===== src/rtl/rpt_pkg.sv =====
// ----------------------------------------------------------------------------
// rpt_pkg
// Shared types for the ranked-pairs tally: input word, result word, states.
// ----------------------------------------------------------------------------
package rpt_pkg;

    // largest number of candidates the tally is built for
    localparam int MAX_CANDIDATES = 8;

    typedef struct packed {
        logic       mode;
        logic [3:0] candidate;
    } t_in_word;

    typedef struct packed {
        logic       kind;
        logic [3:0] who;
        logic       last;
    } t_out_word;

    localparam logic MODE_RANK  = 1'b0;
    localparam logic MODE_CLOSE = 1'b1;
    localparam logic KIND_WIN   = 1'b0;
    localparam logic KIND_BAD   = 1'b1;

    typedef enum logic [3:0] {
        ST_IDLE,
        ST_REC_RD,
        ST_REC_WR,
        ST_CLR,
        ST_PAIR_RD,
        ST_PAIR_CMP,
        ST_SORT_RD,
        ST_SORT_CMP,
        ST_LOCK,
        ST_REACH,
        ST_EMIT
    } t_state;

endpackage


===== src/rtl/ranked_pairs_tally.sv =====
// ----------------------------------------------------------------------------
// ranked_pairs_tally
// Ranked-pairs election counter around one pairwise count memory.
// ----------------------------------------------------------------------------
// With n the candidate count in effect: a rank word is taken without leaving
// idle, except the word that completes a ballot, which then walks the n*(n-1)/2
// pairs of the ballot through the count memory, each pair a read and then a
// saturating write. A close word reads the two pairwise counts of each
// candidate pair and compares them, runs an insertion sort whose steps are two
// count reads and a compare, runs the lock check for each pair in turn,
// reports by visiting each candidate in use in turn and finally clears all
// MAX_CANDIDATES^2 entries of the count memory, one entry per cycle. A close
// after an invalid vote only runs the clear. The same clearing pass runs after
// reset, so busy is high after reset until the clear is done. The receiver
// cannot stall: each result is shown for one cycle with o_res_valid, and an
// invalid-vote result appears in the cycle its word is accepted. Busy is high
// throughout a ballot record or a close.
// ----------------------------------------------------------------------------
module ranked_pairs_tally #(
    parameter int COUNT_WIDTH    = 16
) (
    input  logic                  i_clk,
    input  logic                  i_rst_n,
    input  logic                  start,
    output logic                  busy,
    input  rpt_pkg::t_in_word     i_word,
    input  logic                  i_cfg_we,
    input  logic [3:0]            i_cfg_data,
    output logic                  o_res_valid,
    output rpt_pkg::t_out_word    o_res
);
    import rpt_pkg::*;

    localparam int CW = $clog2(MAX_CANDIDATES);
    localparam int AW = 2 * CW;
    localparam int DEPTH = MAX_CANDIDATES * MAX_CANDIDATES;
    localparam int NPAIRS = MAX_CANDIDATES * (MAX_CANDIDATES - 1) / 2;
    localparam int PW = $clog2(NPAIRS + 1);
    localparam logic [COUNT_WIDTH-1:0] CMAX = '1;

    // count memory, one read and one write port
    logic [COUNT_WIDTH-1:0] mem [DEPTH];
    logic [AW-1:0]          rd_addr, wr_addr;
    logic                   wr_en;
    logic [COUNT_WIDTH-1:0] wr_data, r_rd_data;

    always_ff @(posedge i_clk) begin
        if (wr_en) begin
            mem[wr_addr] <= wr_data;
        end
        r_rd_data <= mem[rd_addr];
    end

    // control and working registers
    t_state r_state, n_state;
    logic [3:0] r_ncfg;
    logic       r_abort;
    logic [4:0] r_pos;
    logic [CW-1:0] r_ranks [MAX_CANDIDATES];
    logic [CW-1:0] r_pw [NPAIRS];
    logic [CW-1:0] r_pl [NPAIRS];
    logic [PW-1:0] r_ptot;
    logic [MAX_CANDIDATES-1:0] r_lock [MAX_CANDIDATES];
    logic [4:0] r_i, r_j;
    logic [PW-1:0] r_k;
    logic [COUNT_WIDTH-1:0] r_a, r_m;
    logic [1:0] r_sub;
    logic [MAX_CANDIDATES-1:0] r_seen;
    logic [4:0] r_round;
    logic [AW:0] r_clr;
    logic [MAX_CANDIDATES-1:0] r_roots;

    logic [4:0] n_eff;
    assign n_eff = ({1'b0, r_ncfg} > 5'(MAX_CANDIDATES)) ? 5'(MAX_CANDIDATES)
                                                         : {1'b0, r_ncfg};

    function automatic logic [AW-1:0] addr(input logic [CW-1:0] a, input logic [CW-1:0] b);
        return {a, b};
    endfunction

    logic accept;
    assign accept = start && !busy;
    assign busy = (r_state != ST_IDLE);

    // grown reachability set for one round
    logic [MAX_CANDIDATES-1:0] grown;
    always_comb begin
        grown = r_seen;
        for (int v = 0; v < MAX_CANDIDATES; v++) begin
            if (r_seen[v] && 5'(v) < n_eff) begin
                grown = grown | r_lock[v];
            end
        end
    end

    // candidates with no locked incoming edge
    logic [MAX_CANDIDATES-1:0] roots;
    always_comb begin
        roots = '1;
        for (int u = 0; u < MAX_CANDIDATES; u++) begin
            if (5'(u) < n_eff) roots = roots & ~r_lock[u];
        end
    end

    // next state
    always_comb begin
        n_state = r_state;
        unique case (r_state)
            ST_IDLE: begin
                if (accept) begin
                    if (i_word.mode == MODE_CLOSE) begin
                        n_state = r_abort ? ST_CLR : ST_PAIR_RD;
                    end else if (!r_abort && {1'b0, i_word.candidate} < n_eff
                                 && ((r_pos >= n_eff) ? 5'd1 : r_pos + 5'd1) >= n_eff
                                 && n_eff > 5'd1) begin
                        n_state = ST_REC_RD;
                    end
                end
            end
            ST_REC_RD:  n_state = ST_REC_WR;
            ST_REC_WR: begin
                if (r_j + 5'd1 >= n_eff && r_i + 5'd2 >= n_eff) n_state = ST_IDLE;
                else n_state = ST_REC_RD;
            end
            ST_PAIR_RD: begin
                if (r_sub == 2'd1) n_state = ST_PAIR_CMP;
                if (n_eff < 5'd2) n_state = ST_LOCK;
            end
            ST_PAIR_CMP: begin
                if (r_j + 5'd1 >= n_eff && r_i + 5'd2 >= n_eff) n_state = ST_SORT_RD;
                else n_state = ST_PAIR_RD;
            end
            ST_SORT_RD: begin
                if ({1'b0, r_i} >= {1'b0, 5'(r_ptot)}) n_state = ST_LOCK;
                else if (r_sub == 2'd1) n_state = ST_SORT_CMP;
            end
            ST_SORT_CMP: n_state = ST_SORT_RD;
            ST_LOCK: begin
                if (r_k >= r_ptot) n_state = ST_EMIT;
                else n_state = ST_REACH;
            end
            ST_REACH: begin
                if (r_round + 5'd1 >= n_eff) n_state = ST_LOCK;
            end
            ST_EMIT: begin
                if (r_i + 5'd1 >= n_eff || n_eff == 5'd0) n_state = ST_CLR;
            end
            ST_CLR: begin
                if (r_clr == (AW + 1)'(DEPTH - 1)) n_state = ST_IDLE;
            end
            default: n_state = ST_IDLE;
        endcase
    end

    // memory addressing and write data
    logic [COUNT_WIDTH-1:0] inc;
    assign inc = (r_rd_data == CMAX) ? r_rd_data : r_rd_data + 1'b1;

    logic [CW-1:0] sw, sl;
    assign sw = r_pw[r_k[PW-1:0]];
    assign sl = r_pl[r_k[PW-1:0]];

    always_comb begin
        rd_addr = '0;
        wr_addr = addr(r_ranks[r_i[CW-1:0]], r_ranks[r_j[CW-1:0]]);
        wr_en   = 1'b0;
        wr_data = inc;
        unique case (r_state)
            ST_REC_RD: rd_addr = addr(r_ranks[r_i[CW-1:0]], r_ranks[r_j[CW-1:0]]);
            ST_REC_WR: wr_en = 1'b1;
            ST_PAIR_RD: rd_addr = (r_sub == 2'd0) ? addr(r_i[CW-1:0], r_j[CW-1:0])
                                                  : addr(r_j[CW-1:0], r_i[CW-1:0]);
            ST_SORT_RD: rd_addr = (r_sub == 2'd0) ? addr(sw, sl) : addr(sl, sw);
            ST_CLR: begin
                wr_en   = 1'b1;
                wr_addr = r_clr[AW-1:0];
                wr_data = '0;
            end
            default: ;
        endcase
    end

    // outputs
    always_comb begin
        o_res_valid = 1'b0;
        o_res       = '0;
        if (r_state == ST_IDLE && accept && i_word.mode == MODE_RANK && !r_abort
            && {1'b0, i_word.candidate} >= n_eff) begin
            o_res_valid = 1'b1;
            o_res.kind  = KIND_BAD;
            o_res.who   = i_word.candidate;
            o_res.last  = 1'b1;
        end else if (r_state == ST_EMIT && r_i < n_eff && r_roots[r_i[CW-1:0]]) begin
            o_res_valid = 1'b1;
            o_res.kind  = KIND_WIN;
            o_res.who   = 4'(r_i);
            o_res.last  = 1'b1;
            for (int v = 0; v < MAX_CANDIDATES; v++) begin
                if (5'(v) > r_i && 5'(v) < n_eff && r_roots[v]) o_res.last = 1'b0;
            end
        end
    end

    // sort compare: margin of the pair at slot r_k, compared against the key margin
    logic [COUNT_WIDTH-1:0] cur_m;
    assign cur_m = r_a - r_rd_data;

    // datapath registers
    always_ff @(posedge i_clk) begin
        if (!i_rst_n) begin
            r_state <= ST_CLR;
            r_ncfg  <= 4'd8;
            r_abort <= 1'b0;
            r_pos   <= '0;
            r_ptot  <= '0;
            r_clr   <= '0;
            r_sub   <= '0;
            for (int v = 0; v < MAX_CANDIDATES; v++) r_lock[v] <= '0;
        end else begin
            r_state <= n_state;
            if (i_cfg_we) r_ncfg <= i_cfg_data;
            unique case (r_state)
                ST_IDLE: begin
                    r_i <= '0; r_j <= 5'd1; r_sub <= '0; r_ptot <= '0; r_clr <= '0;
                    if (accept && i_word.mode == MODE_RANK && !r_abort) begin
                        if ({1'b0, i_word.candidate} >= n_eff) begin
                            r_abort <= 1'b1;
                            r_pos   <= '0;
                        end else begin
                            if (r_pos >= n_eff) begin
                                r_ranks[0] <= i_word.candidate[CW-1:0];
                                r_pos <= (5'd1 >= n_eff) ? 5'd0 : 5'd1;
                            end else begin
                                r_ranks[r_pos[CW-1:0]] <= i_word.candidate[CW-1:0];
                                r_pos <= (r_pos + 5'd1 >= n_eff) ? 5'd0 : r_pos + 5'd1;
                            end
                        end
                    end
                end
                ST_REC_WR, ST_PAIR_CMP: begin
                    if (r_state == ST_PAIR_CMP && r_j + 5'd1 >= n_eff
                        && r_i + 5'd2 >= n_eff) begin
                        // last pair formed, first insertion pass starts at slot one
                        r_i <= 5'd1;
                        r_k <= PW'(1);
                    end else if (r_j + 5'd1 >= n_eff) begin
                        r_i <= r_i + 5'd1;
                        r_j <= r_i + 5'd2;
                    end else begin
                        r_j <= r_j + 5'd1;
                    end
                    if (r_state == ST_PAIR_CMP) begin
                        r_sub <= '0;
                        if (r_a != r_rd_data) begin
                            r_pw[r_ptot] <= (r_a > r_rd_data) ? r_i[CW-1:0] : r_j[CW-1:0];
                            r_pl[r_ptot] <= (r_a > r_rd_data) ? r_j[CW-1:0] : r_i[CW-1:0];
                            r_ptot <= r_ptot + 1'b1;
                        end
                    end
                end
                ST_PAIR_RD: begin
                    r_sub <= r_sub + 2'd1;
                    if (r_sub == 2'd1) r_a <= r_rd_data;
                    if (n_eff < 5'd2) r_k <= '0;
                end
                ST_SORT_RD: begin
                    // r_i: pass index, r_k: insertion slot being compared
                    if (r_sub == 2'd0) r_sub <= 2'd1;
                    else if (r_sub == 2'd1) begin
                        r_a <= r_rd_data;
                        r_sub <= 2'd2;
                    end else begin
                        r_sub <= 2'd2;
                    end
                    if ({1'b0, r_i} >= {1'b0, 5'(r_ptot)}) begin
                        r_k <= '0;
                        r_seen <= '0;
                    end
                end
                ST_SORT_CMP: begin
                    // r_a-r_rd_data is margin of pair at r_k; key held in r_m
                    if (r_k == PW'(r_i)) begin
                        r_m <= cur_m;
                        if (r_k != '0) begin
                            r_k <= r_k - 1'b1; r_sub <= '0;
                        end else begin
                            r_i <= r_i + 5'd1; r_k <= PW'(r_i + 5'd1); r_sub <= '0;
                        end
                    end else if (cur_m < r_m) begin
                        r_pw[r_k] <= r_pw[r_k + 1'b1];
                        r_pl[r_k] <= r_pl[r_k + 1'b1];
                        r_pw[r_k + 1'b1] <= r_pw[r_k];
                        r_pl[r_k + 1'b1] <= r_pl[r_k];
                        if (r_k != '0) r_k <= r_k - 1'b1;
                        else begin
                            r_i <= r_i + 5'd1; r_k <= PW'(r_i + 5'd1);
                        end
                        r_sub <= '0;
                    end else begin
                        r_i <= r_i + 5'd1; r_k <= PW'(r_i + 5'd1); r_sub <= '0;
                    end
                end
                ST_LOCK: begin
                    r_round <= '0;
                    // walk starts from the loser of the pair
                    r_seen  <= (r_k < r_ptot) ? (MAX_CANDIDATES'(1) << sl) : '0;
                    r_i     <= '0;
                    r_roots <= roots;
                end
                ST_REACH: begin
                    r_seen  <= grown;
                    r_round <= r_round + 5'd1;
                    if (r_round + 5'd1 >= n_eff) begin
                        if (!grown[sw]) r_lock[sw][sl] <= 1'b1;
                        r_k <= r_k + 1'b1;
                    end
                end
                ST_EMIT: r_i <= r_i + 5'd1;
                ST_CLR: begin
                    r_clr <= r_clr + 1'b1;
                    if (r_clr == (AW + 1)'(DEPTH - 1)) begin
                        r_abort <= 1'b0;
                        r_pos   <= '0;
                        for (int v = 0; v < MAX_CANDIDATES; v++) r_lock[v] <= '0;
                    end
                end
                default: ;
            endcase
        end
    end

endmodule

===== config.mk =====
export PLATFORM = sky130hd
export DESIGN_NAME = ranked_pairs_tally
export DESIGN_NICKNAME = d
export VERILOG_FILES = /design/src/rtl/rpt_pkg.sv /design/src/rtl/ranked_pairs_tally.sv
export SDC_FILE = /design/constraint.sdc
export NUM_CORES = 2
export LEC_CHECK = 0
export BUFFER_PORTS_ARGS = -buffer_cell sky130_fd_sc_hd__buf_2
export CAP_MARGIN = 20
export CORE_ASPECT_RATIO = 1.1
export CORE_MARGIN = 1.5
export CORE_UTILIZATION = 59
export DETAILED_ROUTE_END_ITERATION = 7
export GPL_ROUTABILITY_DRIVEN = 0
export PLACE_DENSITY = 0.77
export SETUP_SLACK_MARGIN = 0.4
export SYNTH_ARGS = -nofsm -noshare
export SYNTH_HDL_FRONTEND = slang
export SYNTH_SLANG_ARGS = --single-unit

===== constraint.sdc =====
create_clock -name i_clk -period 10.25 [get_ports i_clk]
set_input_delay 2.05 -clock i_clk [delete_from_list [all_inputs] [get_ports i_clk]]
set_output_delay 2.05 -clock i_clk [all_outputs]
set_load 0.02 [all_outputs]

==> flow_metrics.tcl <==
set metrics [dict create \
    worst-setup-path-type "reg2reg" \
    hpwlAfterDp_mm 101 \
    reg2reg_from "r_rd_data[0]" \
    cts_buffers 142 \
    power_mw 17.7 \
    drive_gt1_frac 0.111 \
    routed-via-count 42400 \
    synthesis.area_um2 63100 \
    ys_types 79 \
    grt_first_pass_wirelength_mm 251 \
    grt_pass1_vias 40400 \
    finalCritPeriodShare 0.651 \
    synth-seq-cells 1403 \
    clk_pin_slew_worst_paths_ns 0.06 \
    cts-root-buf "clkbuf_16" \
    dieWidth_um 315 \
    rsz0062_at_grt "false" \
    skew_ns 0.0488 \
    die_y_um 346 \
    ir_drop_mv 0.268 \
    syn-num-nets 4885 \
    synth_area_per_cell_um2 13.2 \
    synth_top_cell_area_share 0.611 \
    core-area_um2 106000 \
    synth_warnings 0 \
    synth-edff-count 1284 \
    drc 0 \
    n_antenna_cell 0 \
    post_cts_buffers 0 \
    grt_overflow 0 \
    area_delta_synth_final_pct 9.70 \
    slew_viol_final 0 \
    synth_area_leaders "edfxtp_1 (61%), mux2i_1 (5.2%), nand2_1 (4.6%)" \
    worst_setup_path_start_kind "flop" \
    wl_mm 170 \
    port_buffers 20 \
    hold_buffers 0 \
    max-cap-violations 0 \
    clockBufferDepth 3 \
    p_per_area_nw_per_um2 256 \
    outcome "completed" \
    place_ws_ns 3.74 \
    tightestPinTransition_ns 1.22 \
    start_util 0.596 \
    viasPerCell 6.77 \
    fin_ws_ns 3.58 \
    ys_async_sr_fraction 0 \
    antenna_found_initial 1 \
    cts_tree "done" \
    holdCritStartpoint "r_rd_data[11]" \
    insertion_delay_ns 0.78 \
    drt.antenna.violating_nets 0 \
    wire_per_inst_um 27.1 \
    seq_area_frac_synth 0.649 \
    grt_usage 0.308 \
    clock.fmax_mhz 150 \
    synth_flop_cell "edfxtp_1" \
    setup_viol 0 \
    grt_max_degree 149 \
    fp-row-count 125 \
    h-tree-depth 4 \
    worstPathArrival_ns 7.04 \
    final.setup.tns_ns 0 \
    fin_crit_ns 6.67 \
    synthCells 4773 \
    endpoint_kind "flop" \
    critPathLaunch "r_rd_data[0]" \
    p_leak_nw 25.3 \
    drt-initial-drc-count 5896 \
    synth_area_leader_cell "edfxtp_1" \
    relSlewSlack 0.181 \
    dr.pass1.iters 7 \
    io-pin-count 21 \
    fin_nets 4868 \
    critPathMaxFanout 26 \
    clock-sinks 1403 \
    dieArea_um2 109000 \
    required_ns 10.62 \
    finalHoldViolations 0 \
    hold_class "reg2reg" \
    post_cts_resized 0 \
]
==> kinds of logic after synthesis <==
family,share of synthesized area
AOI/OAI and AO/OA,0.100
xor gates and xnor gates,0.00736
adders and majority gates,0.0198
buffers and inverters,0.0308
DFF,0.649
muxes,0.0899
and+or+nand+nor,0.103
==> where the power goes <==
group	internal, mW	leakage, nW	switching, mW
clock	2.78	2.18	2.20
sequential	7.62	12.7	0.185
combinational	1.32	10.4	3.61
total	11.7	25.3	5.99
==> metal layers <==
metal	up-vias	global-route usage	wire (um)
met5	-	0	0
met3	595	0.0555	18000
met2	2843	0.494	80600
met1	20700	0.402	61100
met4	0	0.164	9780
li1	18200	-	-
==> through the flow <==
stage	hold WS (ns)	area [um2]	instances	util
floorplan	0.408	63100	4773	-
global placement	0.435	64700	6005	0.611
detailed placement	0.438	64700	6006	0.611
CTS	0.451	69200	6258	0.653
global route	0.474	69200	6261	0.654
finish	0.456	69200	6261	0.654
==> flip-flops by register name (all words and copies together), names as in the netlist, 16 cells and up, named ones only <==
name	flops
mem	1024
r_pl	84
r_pw	84
r_lock	64
r_ranks	24
r_a	16
r_m	16
r_rd_data	16
==> worst max-delay path, stage by stage, from the launching register on <==
cell and delay, ns:
dfxtp_1 0.42, ha_1 0.21, inv_1 0.06, fa_1 0.41
a21o_1 0.20, a21oi_1 0.24, o21ai_0 0.14, a21oi_1 0.24
o21bai_1 0.09, a21oi_1 0.23, o21ai_1 0.27, a31oi_1 0.29
xnor2_1 0.18, ha_1 0.29, a21o_1 0.16, a21oi_1 0.24
and2_1 0.19, nand3_1 0.08, nand2_1 0.08, a31o_2 0.55
mux2i_1 0.59, o21ai_0 0.27, o21ai_0 0.84
==> Yosys cell counts, types with 16 or more instances <==
cell,n
and3_1,98
edfxtp_1,1284
o22ai_1,16
buf_2,36
xor2_1,18
nand3_1,101
a21o_1,27
nand4_1,31
clkbuf_1,222
nor2b_1,37
xnor2_1,35
o21ai_0,146
ha_1,98
mux4_2,98
inv_1,66
nand2b_1,23
buf_4,35
a21oi_1,70
nor2_1,347
nand2_1,772
nor3_1,38
a211oi_1,116
mux2_2,17
a22oi_1,18
and2_1,27
dfxtp_1,119
buf_6,20
a32oi_1,243
a31oi_1,87
mux2i_1,327
==> path summary, 6_finish.rpt <==
path / cells after the start / endpoint / slack [ns]
worst max-delay path: 22 / r_pw[22][0] / 3.58
worst min-delay path: 0 / r_a[11] / 0.46
worst max register to register: 22 / r_pw[22][0] / 3.58
worst min register to register: 0 / r_a[11] / 0.46
==> placed cells by master (no fill, tap or decap), drive strengths merged, types with 31 or more instances in the layout <==
master and count:
clkbuf 189, dfxtp 119, a211oi 116, a31oi 87
mux2i 327, clkinv 52, o21ai 148, ha 98
a21oi 70, a32oi 243, nand3 101, nor3 39
xnor2 35, inv 75, nand2 772, mux4 98
buf 172, nand4 31, nor2b 37, edfxtp 1284
nor2 347, and3 98
==> area by class of cell <==
| type | instances | area, um2 |
|---|---|---|
| clock buffer | 187 | 3820 |
| sequential | 1403 | 40900 |
| multi-input combinational | 2968 | 20500 |
| fill | 7259 | 36700 |
| tap | 1397 | 1750 |
| clock inverter | 65 | 622 |
| timing repair buffer | 174 | 1320 |
| inverter | 67 | 251 |
No activity file was read; power rests on OpenSTA's default activity.
